$ cat config.mk
export PLATFORM = sky130hd
export DESIGN_NAME = tcp_header_option_parser
export DESIGN_NICKNAME = d
export VERILOG_FILES = /design/src/hw/rtl/thop_pkg.sv /design/src/hw/rtl/thop_step.sv /design/src/hw/rtl/thop_queue.sv /design/src/hw/rtl/tcp_header_option_parser.sv
export SDC_FILE = /design/constraint.sdc
export NUM_CORES = 1
export LEC_CHECK = 0
export BUFFER_PORTS_ARGS = -buffer_cell sky130_fd_sc_hd__clkbuf_2
export CORE_MARGIN = 1.5
export CORE_UTILIZATION = 57
export CTS_BUF_LIST = sky130_fd_sc_hd__clkbuf_8
export CTS_CLUSTER_SIZE = 30
export DETAILED_ROUTE_END_ITERATION = 7
export GPL_TIMING_DRIVEN = 0
export PLACE_DENSITY = 0.78
export SLEW_MARGIN = 15
export SYNTH_ARGS = -nofsm -noshare
export SYNTH_HDL_FRONTEND = slang
export SYNTH_SLANG_ARGS = --single-unit
export TNS_END_PERCENT = 50
$ cat constraint.sdc
create_clock -name clk -period 4 [get_ports clk]
set_input_delay 0.4 -clock clk [delete_from_list [all_inputs] [get_ports clk]]
set_output_delay 0.4 -clock clk [all_outputs]
set_load 0.01 [all_outputs]
$ cat src/hw/rtl/thop_pkg.sv
package thop_pkg;

  localparam int QDEPTH = 4;
  localparam int QAW    = 2;

  localparam logic [5:0] FIXED_BYTES = 6'd20;

  localparam logic [3:0] FID_SRCPORT = 4'd0;
  localparam logic [3:0] FID_DSTPORT = 4'd1;
  localparam logic [3:0] FID_SEQ     = 4'd2;
  localparam logic [3:0] FID_ACK     = 4'd3;
  localparam logic [3:0] FID_HDRLEN  = 4'd4;
  localparam logic [3:0] FID_FLAGS   = 4'd5;
  localparam logic [3:0] FID_WINDOW  = 4'd6;
  localparam logic [3:0] FID_CKSUM   = 4'd7;
  localparam logic [3:0] FID_URGENT  = 4'd8;
  localparam logic [3:0] FID_OPTKIND = 4'd9;
  localparam logic [3:0] FID_OPTLEN  = 4'd10;
  localparam logic [3:0] FID_OPTBYTE = 4'd11;
  localparam logic [3:0] FID_STATUS  = 4'd12;

  localparam logic [2:0] ST_OK        = 3'd0;
  localparam logic [2:0] ST_OFFSET    = 3'd1;
  localparam logic [2:0] ST_SHORT     = 3'd2;
  localparam logic [2:0] ST_BAD_KIND  = 3'd3;
  localparam logic [2:0] ST_TOO_LONG  = 3'd4;
  localparam logic [2:0] ST_OVERRUN   = 3'd5;

  localparam logic [7:0] KIND_NOP     = 8'd1;
  localparam logic [7:0] KIND_MSS     = 8'd2;
  localparam logic [7:0] KIND_WSCALE  = 8'd3;
  localparam logic [7:0] KIND_SACK    = 8'd5;
  localparam logic [7:0] KIND_TSTAMP  = 8'd8;

  localparam logic [3:0] MIN_OFFSET = 4'd5;

  typedef enum logic [1:0] {
    PH_KIND = 2'd0,
    PH_LEN  = 2'd1,
    PH_DATA = 2'd2
  } phase_t;

  typedef struct packed {
    logic        last;
    logic [2:0]  status;
    logic [5:0]  option_number;
    logic [31:0] field_value;
    logic [3:0]  field_id;
  } rec_t;

  typedef struct packed {
    logic two;
    rec_t r1;
    rec_t r0;
  } pair_t;

  function automatic logic [7:0] min_option_len(input logic [7:0] kind);
    logic [7:0] len;
    case (kind)
      KIND_MSS:    len = 8'd4;
      KIND_WSCALE: len = 8'd3;
      KIND_TSTAMP: len = 8'd10;
      default:     len = 8'd2;
    endcase
    return len;
  endfunction

  function automatic rec_t make_rec(input logic [3:0] id, input logic [31:0] value,
                                    input logic [5:0] optnum, input logic [2:0] st,
                                    input logic lst);
    rec_t r;
    r.field_id      = id;
    r.field_value   = value;
    r.option_number = optnum;
    r.status        = st;
    r.last          = lst;
    return r;
  endfunction

endpackage

$ cat src/hw/rtl/thop_step.sv
module thop_step #(
  parameter int MAX_OPTION_DATA = 32
) (
  input  logic             clk,
  input  logic             rst,
  input  logic             go,
  input  logic [7:0]       data_byte,
  input  logic             first,
  output logic             emit,
  output thop_pkg::pair_t  pair
);
  import thop_pkg::*;

  localparam logic [7:0] LEN_LIMIT = 8'(MAX_OPTION_DATA + 2);

  logic        active, active_next;
  logic [5:0]  byte_position, byte_position_next;
  logic [5:0]  header_bytes, header_bytes_next;
  logic [31:0] field_accumulator, field_accumulator_next;
  phase_t      option_phase, option_phase_next;
  logic [7:0]  option_kind_held, option_kind_held_next;
  logic [5:0]  option_bytes_left, option_bytes_left_next;
  logic [5:0]  option_count, option_count_next;

  logic        b_active;
  logic [5:0]  b_pos, b_hdr, b_left, b_count;
  logic [31:0] b_acc, acc;
  phase_t      b_phase;
  logic [7:0]  b_kind;
  logic [2:0]  err;
  logic [6:0]  pos_inc;
  logic [5:0]  cnt_inc;

  always_comb begin
    active_next            = active;
    byte_position_next     = byte_position;
    header_bytes_next      = header_bytes;
    field_accumulator_next = field_accumulator;
    option_phase_next      = option_phase;
    option_kind_held_next  = option_kind_held;
    option_bytes_left_next = option_bytes_left;
    option_count_next      = option_count;
    emit    = 1'b0;
    pair    = '0;
    err     = ST_OK;
    b_active = first ? 1'b1 : active;
    b_pos    = first ? 6'd0 : byte_position;
    b_hdr    = first ? 6'd0 : header_bytes;
    b_acc    = first ? 32'd0 : field_accumulator;
    b_phase  = first ? PH_KIND : option_phase;
    b_kind   = first ? 8'd0 : option_kind_held;
    b_left   = first ? 6'd0 : option_bytes_left;
    b_count  = first ? 6'd0 : option_count;
    acc      = {b_acc[23:0], data_byte};
    pos_inc  = {1'b0, b_pos} + 7'd1;
    cnt_inc  = b_count + 6'd1;

    if (go && b_active) begin
      active_next            = 1'b1;
      byte_position_next     = b_pos;
      header_bytes_next      = b_hdr;
      field_accumulator_next = b_acc;
      option_phase_next      = b_phase;
      option_kind_held_next  = b_kind;
      option_bytes_left_next = b_left;
      option_count_next      = b_count;

      if (b_pos < FIXED_BYTES) begin
        field_accumulator_next = acc;
        byte_position_next     = pos_inc[5:0];
        case (b_pos)
          6'd1, 6'd3, 6'd7, 6'd11, 6'd13, 6'd15, 6'd17, 6'd19: begin
            emit = 1'b1;
            field_accumulator_next = '0;
            case (b_pos)
              6'd1:  pair.r0 = make_rec(FID_SRCPORT, {16'd0, acc[15:0]}, '0, ST_OK, 1'b0);
              6'd3:  pair.r0 = make_rec(FID_DSTPORT, {16'd0, acc[15:0]}, '0, ST_OK, 1'b0);
              6'd7:  pair.r0 = make_rec(FID_SEQ, acc, '0, ST_OK, 1'b0);
              6'd11: pair.r0 = make_rec(FID_ACK, acc, '0, ST_OK, 1'b0);
              6'd13: pair.r0 = make_rec(FID_FLAGS, {20'd0, acc[11:0]}, '0, ST_OK, 1'b0);
              6'd15: pair.r0 = make_rec(FID_WINDOW, {16'd0, acc[15:0]}, '0, ST_OK, 1'b0);
              6'd17: pair.r0 = make_rec(FID_CKSUM, {16'd0, acc[15:0]}, '0, ST_OK, 1'b0);
              default: begin
                pair.r0 = make_rec(FID_URGENT, {16'd0, acc[15:0]}, '0, ST_OK, 1'b0);
                if (b_hdr <= FIXED_BYTES) begin
                  pair.two    = 1'b1;
                  pair.r1     = make_rec(FID_STATUS, '0, b_count, ST_OK, 1'b1);
                  active_next = 1'b0;
                end
              end
            endcase
          end
          6'd12: begin
            emit = 1'b1;
            header_bytes_next = {data_byte[7:4], 2'b00};
            pair.r0 = make_rec(FID_HDRLEN, {26'd0, data_byte[7:4], 2'b00}, '0, ST_OK, 1'b0);
            if (data_byte[7:4] < MIN_OFFSET) begin
              pair.two    = 1'b1;
              pair.r1     = make_rec(FID_STATUS, '0, b_count, ST_OFFSET, 1'b1);
              active_next = 1'b0;
            end
          end
          default: ;
        endcase
      end else begin
        emit = 1'b1;
        case (b_phase)
          PH_LEN: begin
            pair.r0 = make_rec(FID_OPTLEN, {24'd0, data_byte}, b_count, ST_OK, 1'b0);
            if (data_byte < min_option_len(b_kind)) begin
              err = ST_SHORT;
            end else if (data_byte > LEN_LIMIT) begin
              err = ST_TOO_LONG;
            end else begin
              option_bytes_left_next = data_byte[5:0] - 6'd2;
              option_phase_next = (data_byte[5:0] != 6'd2) ? PH_DATA : PH_KIND;
            end
          end
          PH_DATA: begin
            pair.r0 = make_rec(FID_OPTBYTE, {24'd0, data_byte}, b_count, ST_OK, 1'b0);
            option_bytes_left_next = b_left - 6'd1;
            if (b_left == 6'd1) begin
              option_phase_next = PH_KIND;
            end
          end
          default: begin
            option_count_next     = cnt_inc;
            option_kind_held_next = data_byte;
            option_phase_next     = PH_KIND;
            pair.r0 = make_rec(FID_OPTKIND, {24'd0, data_byte}, cnt_inc, ST_OK, 1'b0);
            if ((data_byte >= KIND_MSS && data_byte <= KIND_SACK) || data_byte == KIND_TSTAMP) begin
              option_phase_next = PH_LEN;
            end else if (data_byte > KIND_NOP) begin
              err = ST_BAD_KIND;
            end
          end
        endcase
        if (err != ST_OK) begin
          pair.two    = 1'b1;
          pair.r1     = make_rec(FID_STATUS, '0, option_count_next, err, 1'b1);
          active_next = 1'b0;
        end else if (pos_inc >= {1'b0, b_hdr}) begin
          pair.two    = 1'b1;
          pair.r1     = make_rec(FID_STATUS, '0, option_count_next,
                                 (option_phase_next != PH_KIND) ? ST_OVERRUN : ST_OK, 1'b1);
          active_next = 1'b0;
        end else begin
          byte_position_next = pos_inc[5:0];
        end
      end
    end
  end

  always_ff @(posedge clk) begin
    if (rst) begin
      active            <= 1'b0;
      byte_position     <= '0;
      header_bytes      <= '0;
      field_accumulator <= '0;
      option_phase      <= PH_KIND;
      option_kind_held  <= '0;
      option_bytes_left <= '0;
      option_count      <= '0;
    end else begin
      active            <= active_next;
      byte_position     <= byte_position_next;
      header_bytes      <= header_bytes_next;
      field_accumulator <= field_accumulator_next;
      option_phase      <= option_phase_next;
      option_kind_held  <= option_kind_held_next;
      option_bytes_left <= option_bytes_left_next;
      option_count      <= option_count_next;
    end
  end

`ifndef SYNTHESIS
  a_second_is_status: assert property (@(posedge clk) disable iff (rst)
    emit && pair.two |-> pair.r1.field_id == FID_STATUS && pair.r1.last)
    else $error("second record is not a closing status");

  a_idle_after_last: assert property (@(posedge clk) disable iff (rst)
    emit && pair.two |=> !active)
    else $error("still active after closing status");

  a_options_need_room: assert property (@(posedge clk) disable iff (rst)
    active && byte_position >= FIXED_BYTES |-> header_bytes > FIXED_BYTES)
    else $error("option walk without option bytes");
`endif

endmodule

$ cat src/hw/rtl/thop_queue.sv
module thop_queue (
  input  logic             clk,
  input  logic             rst,
  input  logic             push,
  input  thop_pkg::pair_t  din,
  output logic             full,
  output logic             valid,
  input  logic             ready,
  output thop_pkg::rec_t   dout
);
  import thop_pkg::*;

  pair_t          mem [QDEPTH];
  logic [QAW-1:0] wr_ptr, rd_ptr;
  logic [QAW:0]   count;
  logic           sel;
  logic           take, entry_done;

  assign full       = (count == (QAW+1)'(QDEPTH));
  assign valid      = (count != '0);
  assign dout       = sel ? mem[rd_ptr].r1 : mem[rd_ptr].r0;
  assign take       = valid && ready;
  assign entry_done = take && (sel || !mem[rd_ptr].two);

  always_ff @(posedge clk) begin
    if (push) begin
      mem[wr_ptr] <= din;
    end
  end

  always_ff @(posedge clk) begin
    if (rst) begin
      wr_ptr <= '0;
      rd_ptr <= '0;
      count  <= '0;
      sel    <= 1'b0;
    end else begin
      if (push) begin
        wr_ptr <= wr_ptr + 1'b1;
      end
      if (entry_done) begin
        rd_ptr <= rd_ptr + 1'b1;
        sel    <= 1'b0;
      end else if (take) begin
        sel    <= 1'b1;
      end
      if (push && !entry_done) begin
        count <= count + 1'b1;
      end else if (!push && entry_done) begin
        count <= count - 1'b1;
      end
    end
  end

`ifndef SYNTHESIS
  a_no_push_full: assert property (@(posedge clk) disable iff (rst)
    !(push && full))
    else $error("write into a full queue");

  a_sel_needs_pair: assert property (@(posedge clk) disable iff (rst)
    sel |-> valid && mem[rd_ptr].two)
    else $error("second half selected without a pair");

  a_count_bound: assert property (@(posedge clk) disable iff (rst)
    count <= (QAW+1)'(QDEPTH))
    else $error("queue count out of range");
`endif

endmodule

$ cat src/hw/rtl/tcp_header_option_parser.sv
// TCP header parser. Feed one header byte per item on the slave side, with
// s_tuser high on the first byte; that byte restarts parsing and abandons any
// header in progress without a status item. Each header yields the fixed fields
// (ports, sequence, acknowledgment, header length in bytes, twelve flag bits,
// window, checksum, urgent pointer), then for every option a kind item and,
// where present, length and data items, and closes with one status item
// carrying m_tlast. A four-entry output queue absorbs stalls; a byte is taken every
// cycle, and the slave side stalls only when that queue is full. Items pass
// through an input register and the queue to the master side; a byte gives at
// most two items, the second always the closing status, shown after the first is taken.
module tcp_header_option_parser #(
  parameter int MAX_OPTION_DATA = 32
) (
  input  logic        clk,
  input  logic        rst,
  input  logic        s_tvalid,
  output logic        s_tready,
  input  logic [7:0]  s_tdata,   // data_byte[7:0]
  input  logic        s_tuser,   // first[0]
  output logic        m_tvalid,
  input  logic        m_tready,
  output logic [47:0] m_tdata,   // field_value[31:0], option_number[37:32], status[40:38], 0
  output logic [3:0]  m_tuser,   // field_id[3:0]
  output logic        m_tlast
);
  import thop_pkg::*;

  logic       in_valid;
  logic [7:0] in_byte;
  logic       in_first;
  logic       fire;
  logic       full;
  logic       emit;
  pair_t      pair;
  rec_t       head;

  assign fire     = in_valid && !full;
  assign s_tready = !in_valid || !full;

  always_ff @(posedge clk) begin
    if (rst) begin
      in_valid <= 1'b0;
    end else if (s_tvalid && s_tready) begin
      in_valid <= 1'b1;
    end else if (fire) begin
      in_valid <= 1'b0;
    end
  end

  always_ff @(posedge clk) begin
    if (s_tvalid && s_tready) begin
      in_byte  <= s_tdata;
      in_first <= s_tuser;
    end
  end

  thop_step #(
    .MAX_OPTION_DATA (MAX_OPTION_DATA)
  ) u_step (
    .clk       (clk),
    .rst       (rst),
    .go        (fire),
    .data_byte (in_byte),
    .first     (in_first),
    .emit      (emit),
    .pair      (pair)
  );

  thop_queue u_queue (
    .clk   (clk),
    .rst   (rst),
    .push  (fire && emit),
    .din   (pair),
    .full  (full),
    .valid (m_tvalid),
    .ready (m_tready),
    .dout  (head)
  );

  assign m_tdata = {7'd0, head.status, head.option_number, head.field_value};
  assign m_tuser = head.field_id;
  assign m_tlast = head.last;

endmodule

* Yosys cells after proc, flatten, opt, wreduce, memory -nomap -nowiden
Memories as Yosys holds them, arrays and structs flattened. A register that Yosys moved wholly into a read port is not among the register bits.
Index checks and enable logic that the tools add are counted.
** Storage, ports and cells
- Flip-flop bits (word level) :: 77
- Bits in latches :: 0
- RAM bits :: 372
- Bits in read-only memories :: 0
- Input port bits :: 13
- Output and inout bits :: 55
- Logic and storage cells :: 151
- Memories kept :: 1
** Operators by class
- Add/sub/neg operators :: 8
- $mul :: 0
- Div/mod/pow operators :: 0
- Magnitude comparators :: 9
- Equality and inequality tests :: 18
- Shifts and indexed selects :: 0
- Muxes and demuxes :: 73
- Bitwise gates (word level) :: 0
- Reduce and logical (&&, ||, !) cells :: 27
** Memories
- u_queue.mem :: words 4, bits a word 93, rd ports 1, clocked after memory_dff 1, wr ports 1, RTL line thop_queue.sv:13 : pair_t mem [QDEPTH];
** Operators by type and width (count)
- one-hot mux 36 bit (7 select lines) :: 1
- 2-to-1 mux 47 bit :: 5
- 2-to-1 mux 93 bit :: 2
- one-hot mux 93 bit (2 select lines) :: 1
- 2-to-1 mux 6 bit :: 14
- one-hot mux 42 bit (2 select lines) :: 1
- 2-to-1 mux 24 bit :: 3
- 2-to-1 mux 8 bit :: 6
- 2-to-1 mux 46 bit :: 1
- equality test 6 x 4 -> 1 bit, second input constant :: 4
- 2-to-1 mux 3 bit :: 8
- 2-to-1 mux 2 bit :: 11
- equality test 8 x 2 -> 1 bit, second input constant :: 2
- equality test 8 x 4 -> 1 bit, second input constant :: 2
- 2-to-1 mux 1 bit :: 15
- equality test 6 x 1 -> 1 bit, second input constant :: 2
- equality test 6 x 5 -> 1 bit, second input constant :: 2
- one-hot mux 4 bit (3 select lines) :: 1
- one-hot mux 6 bit (2 select lines) :: 1
- logical AND 1 bit :: 9
- OR reduction 9 bit :: 1
- >= comparator 8 x 2 -> 1 bit, second input constant :: 1
- > comparator 8 x 1 -> 1 bit, second input constant :: 1
- > comparator 8 x 6 -> 1 bit, second input constant :: 1
- 29 further kinds :: 40

* Longest topological paths before layout
Gate-level depths: netlist of the first run.
- Depth in word-level cells :: 17
- Depth in mapped cells :: 18
- Gate-level depth less buffers :: 14

* By module
From an unflattened synthesis of the first run, not the netlist that was laid out.
** Unflattened totals
- Cells, all modules :: 1169
- Area total of the unflattened synthesis :: 19162.1 µm²
** By module, submodules not included
- thop_queue :: times used 1, cells an instance 592, area an instance 14457.6 µm², sequential area each 11370.9 µm²
- thop_step :: times used 1, cells an instance 553, area an instance 4316.6 µm², sequential area each 1181.1 µm²
- tcp_header_option_parser :: times used 1, cells an instance 24, area an instance 387.9 µm², sequential area each 290.3 µm²

* Least setup slack after synthesis of the first run
OpenSTA, ideal clock, no wires.
- Path kind :: register to register
- Start point :: reg in_first
- End point :: mem u_queue.mem[1][0] in the netlist's numbering, enable pin
- Setup time :: 0.415 ns
- Arrival :: 3.856 ns
- Data required time :: 3.585 ns
- Path slack :: -0.271 ns
- Stages on the path, launching flop included :: 13
- Path buffers :: 4
- Clock period less this slack :: 4.271 ns
- Cell sequence :: edfxtp_1 -> buf_2 -> inv_1 -> clkbuf_1 -> clkbuf_1 -> nand2_1 -> inv_1 -> ha_1 -> clkbuf_1 -> nor2b_1 -> nand4_1 -> a41oi_2 -> and2_1
** On the way
- Word-level cells in the longest chain between the ends :: 9
** RTL lines
- start, declared :: RTL line tcp_header_option_parser.sv:30 : logic in_first;
- start signal, assigned :: RTL line tcp_header_option_parser.sv:53 : in_first <= s_tuser;
- 2-to-1 mux 6 bit :: RTL line thop_step.sv:47 : b_pos = first ? 6'd0 : byte_position;
- equality test 6 x 5 -> 1 bit (tied with other cells) :: RTL line thop_step.sv:71 : case (b_pos)
- OR reduction 9 bit (no line)
- 2-to-1 mux 1 bit :: RTL line thop_step.sv:71
- 2-to-1 mux 1 bit :: RTL line thop_step.sv:68 : if (b_pos < FIXED_BYTES) begin
- 2-to-1 mux 1 bit * :: RTL line thop_step.sv:58 : if (go && b_active) begin
- logical AND 1 bit * :: RTL line tcp_header_option_parser.sv:72 : .push (fire && emit),
- via u_queue.push :: RTL line thop_queue.sv:4 : input logic push,
- 2-to-1 mux 1 bit * :: RTL line thop_queue.sv:26 : if (push) begin
- 2-to-1 mux 1 bit (not written as such) * :: RTL line thop_queue.sv:27 : mem[wr_ptr] <= din;
- end, declared :: RTL line thop_queue.sv:13
Mark *: on every way through the listed nets, which the timed path passes. The rest lies on a longest branch.

* Worst setup path after layout of the first run
- Start point :: reg in_first
- End point :: reg u_queue.count[2]
** On the way
- Word-level cells in the longest chain between the ends :: 10
** RTL lines
- 2-to-1 mux 6 bit :: RTL line thop_step.sv:47
- equality test 6 x 5 -> 1 bit (tied with other cells) :: RTL line thop_step.sv:71
- OR reduction 9 bit (no line)
- 2-to-1 mux 1 bit :: RTL line thop_step.sv:71
- 2-to-1 mux 1 bit :: RTL line thop_step.sv:68
- 2-to-1 mux 1 bit * :: RTL line thop_step.sv:58
- logical AND 1 bit * :: RTL line tcp_header_option_parser.sv:72
- via u_queue.push :: RTL line thop_queue.sv:4
- logical NOT 1 bit :: RTL line thop_queue.sv:49 : end else if (!push && entry_done) begin
- logical AND 1 bit :: RTL line thop_queue.sv:49
- nonzero test 2 bit (no line)
- end signal, assigned :: RTL line thop_queue.sv:48 : count <= count + 1'b1;
- end signal, assigned :: RTL line thop_queue.sv:50 : count <= count - 1'b1;
- end, declared :: RTL line thop_queue.sv:15 : logic [QAW:0] count;
Marks and branches as above.
A chain may end at the register's enable or synchronous reset.

==> qor.txt, run 1 <==
Run status = finished clean
Die width = 153 um
Critical path's largest stage delay = 0.37 ns
Bufs on Longest Clock Path = 3
Final worst path period need = 3.87 ns
Die area = 0.0233 sq mm
Fraction of synthesis flops using an asynchronous set or reset pin = 0
Seq cells post-synth = 287
Worst setup EP type = register
Worst-Skew Late Latency = 0.57 ns
CP Max Fanout = 10
Number of CTS-inserted buffers = 45
Leakage power figure = 0.00526 uW
Via count = 8187
Worst-path clk slew = 0.06 ns
Post-synthesis sequential area ratio = 0.620
Number of distinct standard cells referenced by the synthesized netlist = 75
Layout cell share with drive strength beyond 1 = 0.214
Max-cap viol count = 0
Largest clock skew in the final design = 0.0356 ns
Crit path required time = 4.46 ns
Starting utilization of the core area = 0.583
Total congestion overflow = 0
Antenna fix cells = 0
Post-synthesis instance total = 957
Final setup violation count = 0
Core utilization of the finished layout = 0.663
Remaining DRCs = 0
I/O pin count = 68
Gr usage total = 0.241
PD cells = 396 mW/mm^2
Warnings, synthesis = 0
Average size of a mapped cell = 13.3 sq um
Wire length of the first global-routing pass = 44200 um
Router iterations before antenna repair = 5
Die Ht = 153 um
Layout-stage area growth over the synthesis result = 13.7%
Antenna violations before repair = 0
Critical Setup Path Class = register to register
Hold WC Path Type = primary input to register
Normalized max-slew margin = 0.222
Sort of element at the start of the critical path = register
Count of flip-flops with a built-in enable after synthesis = 217
Final weighted congestion of routability-driven global placement = 0.934
Standard-cell row count = 54
Detail Placement HPWL = 18400 um
Main flop type after synthesis = sky130_fd_sc_hd__edfxtp_1
Count of hold-fix buffers inserted at cts = 0
Violation count after the first detailed-route iteration = 688
Maximum vdd ir drop = 0.000250 V
Worst-case hold slack = 0.0314 ns
Sink Count = 287
Unrepaired setup endpoints after global routing = true
Number of cells on the worst hold path = 1
Highest achievable clock rate = 259 MHz
Worst reg2reg path depth = 17
Largest net degree at the start of global routing = 46
Sum of routed wire length over all layers = 27500 um
Number of buffer and inverter instances along the worst setup path = 6
Avg Vias per Cell = 5.88
Final hold vios = 0
Remaining antenna violation count after routing = 0
Buffers on Ports = 59
Final-layout fill cell count = 1607
Number of nets in the finished design = 1114
Minimum setup slack in the final design = 0.133 ns
Worst-path cell with the longest stage delay = sky130_fd_sc_hd__fa_1
Gate family responsible for the most delay along the worst path = buffers and inverters
Overall power of the completed layout = 5740 uW
Transition time at the pin with the least slew margin = 1.15 ns
Final period util = 0.967
CTS Root Buffer Type = sky130_fd_sc_hd__clkbuf_8
Placement Setup Slack = -1.01 ns
Ordered cell list for the critical path = buf_2 > clkinvlp_4 > clkbuf_4 > clkbuf_4 > nand2_1 > inv_1 > ha_2 > nor2_1 > a221oi_2 > nor2_1 > a41oi_4 > ha_1 > inv_1 > fa_1 > xor2_1 > or3_1 > a21oi_1
Final slew viol count = 0
Summed instance area of the synthesized netlist = 0.0128 sq mm
Core area = 0.0219 sq mm
Vias in the first global route = 8278
Data arrival time of the critical path = 4.33 ns
Post-detailed-route wirelength per cell = 19.7 um
H-Tree Depth = 2
Fin Setup TNS = 0 ns
Count of cell instances traversed by the critical path = 17
CTS tree = built
[layer usage]
metal	wire length, um	part of all wire	up-vias	GRT usage
li1	-	-	3820	-
met3	1720	0.062	68	0.0484
met2	13400	0.49	276	0.401
met5	0	0	-	0
met1	11400	0.42	4023	0.315
met4	921	0.033	0	0.0943
[cell families (layout without fill, tap and decap cells)]
logic type | after synthesis | after routing | share of synthesized area
xor gates and xnor gates | 18 | 18 | 0.0123
buffers and inverters | 82 | 232 | 0.0306
muxes | 61 | 61 | 0.0989
adders and majority gates | 25 | 25 | 0.0251
other | 1 | 7 | 0.000294
AOI/OAI and AO/OA | 147 | 147 | 0.0808
DFF | 287 | 287 | 0.620
and+or+nand+nor | 336 | 336 | 0.132
[placed cells by master (no fill, tap or decap), types with 4 or more instances in the layout]
master,count
sky130_fd_sc_hd__xnor2_1,9
sky130_fd_sc_hd__or3_1,4
sky130_fd_sc_hd__conb_1,7
sky130_fd_sc_hd__o21ai_0,25
sky130_fd_sc_hd__and2_4,4
sky130_fd_sc_hd__clkbuf_8,54
sky130_fd_sc_hd__nor2b_1,7
sky130_fd_sc_hd__nand4_1,10
sky130_fd_sc_hd__nand3b_1,6
sky130_fd_sc_hd__nor2_1,79
sky130_fd_sc_hd__mux2i_1,8
sky130_fd_sc_hd__mux4_2,52
sky130_fd_sc_hd__nand2_1,94
sky130_fd_sc_hd__clkinv_1,9
sky130_fd_sc_hd__dfxtp_1,70
sky130_fd_sc_hd__inv_1,34
sky130_fd_sc_hd__clkbuf_1,29
sky130_fd_sc_hd__nand3_1,21
sky130_fd_sc_hd__ha_1,23
sky130_fd_sc_hd__nor2_2,4
sky130_fd_sc_hd__a21oi_1,37
sky130_fd_sc_hd__clkbuf_2,60
sky130_fd_sc_hd__a221oi_2,4
sky130_fd_sc_hd__buf_6,4
sky130_fd_sc_hd__buf_4,13
sky130_fd_sc_hd__xor2_1,9
sky130_fd_sc_hd__o21a_1,5
sky130_fd_sc_hd__edfxtp_1,217
sky130_fd_sc_hd__nor3_1,15
sky130_fd_sc_hd__and2_1,68
sky130_fd_sc_hd__a22o_1,5
sky130_fd_sc_hd__a22oi_1,31
sky130_fd_sc_hd__buf_2,14
[sequential cells by signal (all words and copies together), names as in the netlist, named ones only]
name	cells
in_valid	1
u_queue.rd_ptr	2
u_queue.sel	1
u_step.option_count	6
u_step.field_accumulator	24
u_step.active	1
u_step.byte_position	6
u_step.option_phase	2
u_queue.wr_ptr	2
u_queue.count	3
u_step.option_kind_held	8
in_first	1
in_byte	8
u_step.header_bytes	6
u_step.option_bytes_left	6
u_queue.mem	208
[cell type report]
cell class / count / area [sq um] / share of cell area
flip-flops and latches: 287 / 7920 / 0.546
multi-input cells: 594 / 4530 / 0.312
clock buffers: 54 / 743 / 0.0512
repair buffers: 67 / 428 / 0.0295
well taps: 280 / 350 / 0.0241
plain buffers: 61 / 319 / 0.0220
clock inverters: 30 / 151 / 0.0104
inverters: 20 / 78.8 / 0.00543
[worst paths after layout]
| path | start | endpoint | slack [ns] |
|---|---|---|---|
| worst max-delay path | in_first$_DFFE_PP_ | u_queue.count[2]$_SDFFE_PP0P_ | 0.13 |
| worst min-delay path | s_tdata[1] | in_byte[1]$_DFFE_PP_ | 0.03 |
| worst min register to register | u_step.option_phase[1]$_SDFFE_PP0P_ | u_step.option_phase[1]$_SDFFE_PP0P_ | 0.47 |
| worst max register to register | in_first$_DFFE_PP_ | u_queue.count[2]$_SDFFE_PP0P_ | 0.13 |
[synthesized netlist by cell type (3+ instances only)]
cell type                  count  area (sq um)
sky130_fd_sc_hd__nand2_1      94           353
sky130_fd_sc_hd__nand3_1      21           105
sky130_fd_sc_hd__and2_1       72           450
sky130_fd_sc_hd__buf_4         9          67.6
sky130_fd_sc_hd__ha_1         24           300
sky130_fd_sc_hd__buf_2        14          70.1
sky130_fd_sc_hd__nand3b_1      6          45.0
sky130_fd_sc_hd__nor2b_1       8          50.1
sky130_fd_sc_hd__o21ai_0      28           140
sky130_fd_sc_hd__inv_1        20          75.1
sky130_fd_sc_hd__xnor2_1       9          78.8
sky130_fd_sc_hd__mux4_2       52          1170
sky130_fd_sc_hd__nor2_2        4          25.0
sky130_fd_sc_hd__o21a_1        5          37.5
sky130_fd_sc_hd__a22o_1        5          43.8
sky130_fd_sc_hd__a21oi_1      37           185
sky130_fd_sc_hd__xor2_1        9          78.8
sky130_fd_sc_hd__clkbuf_1     32           120
sky130_fd_sc_hd__mux2i_1       8          80.1
sky130_fd_sc_hd__and3_1        3          18.8
sky130_fd_sc_hd__a221oi_2      3          45.0
sky130_fd_sc_hd__nor3_1       15          75.1
sky130_fd_sc_hd__nand4_1      10          62.6
sky130_fd_sc_hd__a31oi_1       3          18.8
sky130_fd_sc_hd__buf_6         4          45.0
sky130_fd_sc_hd__nor2_1       79           297
sky130_fd_sc_hd__dfxtp_1      70          1400
sky130_fd_sc_hd__o31ai_1       3          22.5
sky130_fd_sc_hd__or3_1         4          25.0
sky130_fd_sc_hd__a22oi_1      31           233
sky130_fd_sc_hd__edfxtp_1    217          6520
[through the flow]
stage / std cells / cell area, sq um
global route: 1393 / 14500
CTS: 1390 / 14500
finish: 1393 / 14500
detailed placement: 1306 / 13500
floorplan: 963 / 12800
global placement: 1302 / 13400
[where the power goes]
part | internal (uW) | switching, uW | leakage, uW
Combinational | 61.1 | 123 | 0.00206
Sequential | 3180 | 10.9 | 0.00270
Clock | 1240 | 1130 | 0.000505
[repair_timing]
action,CTS,global route
cloned,0,0
endpoints found under the setup margin,335,64
pin swaps,1,2
setup buffers,1,3
resized for setup,10,4
Power figures use the tool's default switching activity.
==> run 2, diff against run 1 <==
PLACE_DENSITY = default   (was 0.78)
PLACE_DENSITY_LB_ADDON = 0.08   (was default)
SKIP_LAST_GASP = 1   (was default)
==> qor.txt, run 2 (synthesized netlist as in run 1, its figures left out) <==
Run status = finished clean
Share of power burned in the clock network = 0.404
CP Max Fanout = 19
Sort of element at the start of the critical path = register
Critical path's largest stage delay = 0.38 ns
I/O pin count = 68
Final worst path period need = 3.66 ns
Normalized max-slew margin = 0.374
Number of CTS-inserted buffers = 46
Reg-to-reg startpoint = in_first$_DFFE_PP_
Worst-path cell with the longest stage delay = sky130_fd_sc_hd__fa_1
Die area = 0.0233 sq mm
Layout-stage area growth over the synthesis result = 13.7%
Largest clock skew in the final design = 0.0238 ns
Largest net degree at the start of global routing = 50
Top reg by flops = u_queue.mem
Gate family responsible for the most delay along the worst path = adder cells
Sequential share of power = 0.563
Placed instance area = 0.0136 sq mm
Worst setup EP type = register
Final instance count without filler cells = 1395
Layout cell share with drive strength beyond 1 = 0.211
Highest achievable clock rate = 273 MHz
Vias in the first global route = 8184
Number of buffer and inverter instances along the worst setup path = 5
CTS tree = built
Placement Setup Slack = -0.988 ns
Max reg flops = 208
Total congestion overflow = 0
Leakage power figure = 0.00528 uW
Die Ht = 153 um
Transition time at the pin with the least slew margin = 0.927 ns
Switching fraction of total power = 0.213
CTS Root Buffer Type = sky130_fd_sc_hd__clkbuf_8
Crit path required time = 4.47 ns
Antenna violations before repair = 0
Remaining DRCs = 0
Placed instance count = 1306
Most common library cell in the layout ignoring fill and taps = sky130_fd_sc_hd__edfxtp_1
Maximum vdd ir drop = 0.000273 V
Die width = 153 um
Data arrival time of the critical path = 4.13 ns
Worst reg2reg path depth = 16
Post-route standard cell area excluding fillers = 0.0145 sq mm
Internal Power = 4460 uW
Remaining antenna violation count after routing = 0
Endpoint of the worst hold path = in_byte[3]$_DFFE_PP_
Combinational Power Share = 0.033
Unrepaired setup endpoints after global routing = false
Post-detailed-route wirelength per cell = 19.5 um
Via count = 8121
Standard-cell row count = 54
Number of cells on the worst hold path = 1
Worst-Skew Late Latency = 0.55 ns
Ordered cell list for the critical path = buf_2 > clkinvlp_4 > clkbuf_4 > nand2_1 > inv_1 > ha_4 > nor2_1 > a221oi_2 > nor2_1 > a41oi_4 > ha_1 > inv_1 > fa_1 > xor2_1 > or3_1 > a21oi_1
Sum of routed wire length over all layers = 27100 um
Switching power of the nets = 1210 uW
Starting utilization of the core area = 0.583
Router iterations before antenna repair = 5
Destination of the worst register-to-register timing path = u_queue.count[2]$_SDFFE_PP0P_
Buffers on Ports = 59
Violation count after the first detailed-route iteration = 614
Launch point of the worst path = in_first$_DFFE_PP_
Bufs on Longest Clock Path = 3
PD cells = 390 mW/mm^2
Top library cells by usage in the layout, fill and taps aside = sky130_fd_sc_hd__edfxtp_1 (217), sky130_fd_sc_hd__nand2_1 (94), sky130_fd_sc_hd__nor2_1 (79), sky130_fd_sc_hd__dfxtp_1 (70), sky130_fd_sc_hd__and2_1 (68)
Critical Setup Path Class = register to register
Fin Setup TNS = 0 ns
Worst-path clk slew = 0.05 ns
Number of nets in the finished design = 1117
Minimum setup slack in the final design = 0.337 ns
Detail Placement HPWL = 18000 um
Max-cap viol count = 0
Min-delay src = s_tdata[3]
Avg Vias per Cell = 5.82
Final setup violation count = 0
Hold WC Path Type = primary input to register
Final period util = 0.916
Core utilization of the finished layout = 0.663
Core area = 0.0219 sq mm
H-Tree Depth = 2
Gr usage total = 0.239
R2R Setup Slk = 0.34 ns
Final hold vios = 0
Largest registers = u_queue.mem x208, u_step.field_accumulator x24
Wire length of the first global-routing pass = 43500 um
Sink Count = 287
Final slew viol count = 0
Final weighted congestion of routability-driven global placement = 0.925
Antenna fix cells = 0
## run 2: changes by cell type in the layout (fill, tap and decap cells not counted), sizes merged
cell	delta
inv	+6
clkinv	-4
clkinvlp	-1
clkbuf	-2
dlygate4sd3	+3
## run 2: worst reg2reg max path, cell delays in order, from the launching register on
cell	delay (ns)
sky130_fd_sc_hd__edfxtp_1	0.35
sky130_fd_sc_hd__buf_2	0.22
sky130_fd_sc_hd__clkinvlp_4	0.13
sky130_fd_sc_hd__clkbuf_4	0.28
sky130_fd_sc_hd__nand2_1	0.14
sky130_fd_sc_hd__inv_1	0.15
sky130_fd_sc_hd__ha_4	0.22
sky130_fd_sc_hd__nor2_1	0.07
sky130_fd_sc_hd__a221oi_2	0.34
sky130_fd_sc_hd__nor2_1	0.12
sky130_fd_sc_hd__a41oi_4	0.29
sky130_fd_sc_hd__ha_1	0.24
sky130_fd_sc_hd__inv_1	0.06
sky130_fd_sc_hd__fa_1	0.38
sky130_fd_sc_hd__xor2_1	0.17
sky130_fd_sc_hd__or3_1	0.31
sky130_fd_sc_hd__a21oi_1	0.14
## run 2: through the flow
step | hold slack, ns | total power [uW]
floorplan | 0.440 | 3370
global placement | 0.458 | 3430
detailed placement | 0.459 | 3430
CTS | 0.00419 | 5710
global route | 0.00183 | 5870
finish | 0.0340 | 5660
## run 2: worst max path at each step
stage	to	slack, ns	depth (start not counted)
2_1_floorplan	u_queue.mem[2][0]$_DFFE_PP_	-0.27	12
4_1_cts	u_queue.count[2]$_SDFFE_PP0P_	0.05	17
5_1_grt	u_queue.count[2]$_SDFFE_PP0P_	0.11	16
3_5_place_dp	u_queue.count[2]$_SDFFE_PP0P_	-0.99	18
6_report	u_queue.count[2]$_SDFFE_PP0P_	0.34	16
3_3_place_gp	u_queue.mem[0][4]$_DFFE_PP_	-2.27	12
## run 2: cell type report
| type | instances | area [sq um] |
|---|---|---|
| plain buffers | 60 | 312 |
| clock buffers | 53 | 729 |
| clock inverters | 31 | 136 |
| fillers | 1674 | 7370 |
| inverters | 20 | 78.8 |
| multi-input cells | 594 | 4530 |
| flip-flops and latches | 287 | 7920 |
| well taps | 280 | 350 |
| repair buffers | 70 | 465 |
## run 2: power groups by stage
stage	clock network (uW)	registers [uW]	logic [uW]
floorplan	0	3250	119
global placement	0	3250	175
detailed placement	0	3250	177
CTS	2340	3190	180
global route	2470	3190	202
finish	2290	3190	185
## run 2: timing repair
| item | 4_1_cts | 5_1_grt |
|---|---|---|
| hold endpoints to repair | 0 | 3 |
| pin swaps | 1 | 1 |
| gates resized for setup | 8 | 4 |
| buffers inserted | 1 | 3 |
| hold buffers | 0 | 3 |
| setup endpoints to repair | 295 | 22 |
## run 2: metal layers
| layer | wire length (um) | up-vias | GRT usage | part of all wire |
|---|---|---|---|---|
| met5 | 0 | - | 0 | 0 |
| met4 | 567 | 0 | 0.0778 | 0.021 |
| met3 | 1470 | 43 | 0.0375 | 0.054 |
| met2 | 13500 | 259 | 0.400 | 0.50 |
| met1 | 11600 | 3998 | 0.321 | 0.43 |
| li1 | - | 3821 | - | - |
==> run 3, diff against run 2 <==
==> constraint.sdc (replaced) <==
create_clock -name clk -period 4 [get_ports clk]
set_input_delay 0 -clock clk [delete_from_list [all_inputs] [get_ports clk]]
set_output_delay 0 -clock clk [all_outputs]
set_load 0.1 [all_outputs]
==> qor.txt, run 3 (synthesized netlist as in run 1, its figures left out) <==
Final weighted congestion of routability-driven global placement = 0.925
Unrepaired setup endpoints after global routing = true
Largest registers = u_queue.mem x208, u_step.field_accumulator x24
Minimum setup slack in the final design = 0.166 ns
CP Max Fanout = 10
I/O pin count = 68
Fin Setup TNS = 0 ns
Final setup violation count = 0
Sort of element at the start of the critical path = register
Launch point of the worst path = in_first$_DFFE_PP_
Endpoint of the worst hold path = in_first$_DFFE_PP_
Buffers on Ports = 59
Total congestion overflow = 0
Core area = 0.0219 sq mm
Critical Setup Path Class = register to register
Top library cells by usage in the layout, fill and taps aside = sky130_fd_sc_hd__edfxtp_1 (217), sky130_fd_sc_hd__nand2_1 (94), sky130_fd_sc_hd__nor2_1 (79), sky130_fd_sc_hd__dfxtp_1 (70), sky130_fd_sc_hd__and2_1 (68)
H-Tree Depth = 2
Worst-path clk slew = 0.05 ns
Hold WC Path Type = primary input to register
Switching power of the nets = 1280 uW
Sequential share of power = 0.556
Worst setup EP type = register
Leakage power figure = 0.00532 uW
Final hold vios = 0
Final period util = 0.958
Die area = 0.0233 sq mm
Remaining DRCs = 0
Placement Setup Slack = -0.988 ns
Die Ht = 153 um
Detail Placement HPWL = 18000 um
Violation count after the first detailed-route iteration = 616
Destination of the worst register-to-register timing path = u_queue.count[2]$_SDFFE_PP0P_
Run status = finished clean
Highest achievable clock rate = 261 MHz
Max-cap viol count = 0
Worst-case hold slack = 0.171 ns
Largest clock skew in the final design = 0.0248 ns
R2R Setup Slk = 0.17 ns
Post-detailed-route wirelength per cell = 19.4 um
Wire length of the first global-routing pass = 43600 um
Avg Vias per Cell = 5.81
Layout cell share with drive strength beyond 1 = 0.209
Max reg flops = 208
Vias in the first global route = 8235
CTS tree = built
Remaining antenna violation count after routing = 0
Final slew viol count = 0
Starting utilization of the core area = 0.583
Final worst path period need = 3.83 ns
Post-route standard cell area excluding fillers = 0.0146 sq mm
Switching fraction of total power = 0.223
Reg-to-reg startpoint = in_first$_DFFE_PP_
Bufs on Longest Clock Path = 3
Normalized max-slew margin = 0.357
Antenna fix cells = 0
Placed instance area = 0.0136 sq mm
Combinational Power Share = 0.046
Number of cells on the worst hold path = 2
Sum of routed wire length over all layers = 27200 um
PD cells = 393 mW/mm^2
Core utilization of the finished layout = 0.667
Worst-Skew Late Latency = 0.55 ns
Number of CTS-inserted buffers = 46
Gr usage total = 0.239
Maximum vdd ir drop = 0.000274 V
Die width = 153 um
Antenna violations before repair = 0
Final-layout fill cell count = 1667
Sink Count = 287
Min-delay src = s_tuser
Worst reg2reg path depth = 17
Number of nets in the finished design = 1126
Share of power burned in the clock network = 0.398
Crit path required time = 4.47 ns
Layout-stage area growth over the synthesis result = 14.4%
Internal Power = 4460 uW
Most common library cell in the layout ignoring fill and taps = sky130_fd_sc_hd__edfxtp_1
Data arrival time of the critical path = 4.30 ns
Largest net degree at the start of global routing = 50
Via count = 8152
Router iterations before antenna repair = 5
Transition time at the pin with the least slew margin = 0.952 ns
CTS Root Buffer Type = sky130_fd_sc_hd__clkbuf_8
Standard-cell row count = 54
Top reg by flops = u_queue.mem
[run 3: cell types whose count changed in the layout (fill, tap and decap cells not counted)]
cell | before | now
sky130_fd_sc_hd__buf_4 | 13 | 12
sky130_fd_sc_hd__dlygate4sd3_1 | 3 | 12
sky130_fd_sc_hd__clkbuf_4 | 1 | 2
[run 3: worst max-delay path by stage]
stage          slack (ns)  depth (start not counted)                             to
2_1_floorplan       -0.27                         12    u_queue.mem[2][0]$_DFFE_PP_
3_3_place_gp        -2.27                         12    u_queue.mem[0][4]$_DFFE_PP_
3_5_place_dp        -0.99                         18  u_queue.count[2]$_SDFFE_PP0P_
4_1_cts              0.05                         17  u_queue.count[2]$_SDFFE_PP0P_
5_1_grt             -0.03                         17  u_queue.count[2]$_SDFFE_PP0P_
6_report             0.17                         17  u_queue.count[2]$_SDFFE_PP0P_
[run 3: final cells by class]
cell class	count	area, sq um	area share
Inverter	20	78.8	0.00539
Clock inverter	31	136	0.00933
Multi-Input combinational cell	594	4530	0.310
Timing Repair Buffer	78	548	0.0375
Buffer	61	319	0.0218
Clock buffer	53	729	0.0499
Tap cell	280	350	0.0240
Sequential cell	287	7920	0.542
[run 3: power groups by stage]
stage	registers, uW	clock network, uW	logic, uW
floorplan	3250	0	193
global placement	3250	0	250
detailed placement	3250	0	252
CTS	3190	2340	263
global route	3190	2470	284
finish	3190	2290	267
[run 3: per-layer routing]
metal,global-route usage,routed length (um)
met1,0.320,11700
met2,0.401,13500
met5,0,0
met4,0.0806,525
met3,0.0370,1440
[run 3: timing repair]
item	CTS	global route
pin swaps	1	0
hold buffers	12	0
gates resized for setup	8	4
hold endpoints to repair	16	0
setup endpoints to repair	295	18
buffers inserted	1	2
[run 3: critical path: stages (launching register included)]
cell and delay, ns:
sky130_fd_sc_hd__edfxtp_1 0.35, sky130_fd_sc_hd__buf_2 0.22, sky130_fd_sc_hd__clkinvlp_4 0.12, sky130_fd_sc_hd__clkbuf_4 0.21
sky130_fd_sc_hd__clkbuf_4 0.24, sky130_fd_sc_hd__nand2_1 0.11, sky130_fd_sc_hd__inv_1 0.15, sky130_fd_sc_hd__ha_4 0.22
sky130_fd_sc_hd__nor2_1 0.08, sky130_fd_sc_hd__a221oi_2 0.35, sky130_fd_sc_hd__nor2_1 0.12, sky130_fd_sc_hd__a41oi_4 0.29
sky130_fd_sc_hd__ha_1 0.24, sky130_fd_sc_hd__inv_1 0.06, sky130_fd_sc_hd__fa_1 0.38, sky130_fd_sc_hd__xor2_1 0.17
sky130_fd_sc_hd__or3_1 0.30, sky130_fd_sc_hd__a21oi_1 0.13
[run 3: through the flow]
| stage | total power (uW) | std cells |
|---|---|---|
| 2_1_floorplan | 3440 | 963 |
| 3_3_place_gp | 3500 | 1302 |
| 3_5_place_dp | 3500 | 1306 |
| 4_1_cts | 5800 | 1402 |
| 5_1_grt | 5950 | 1404 |
| 6_report | 5740 | 1404 |
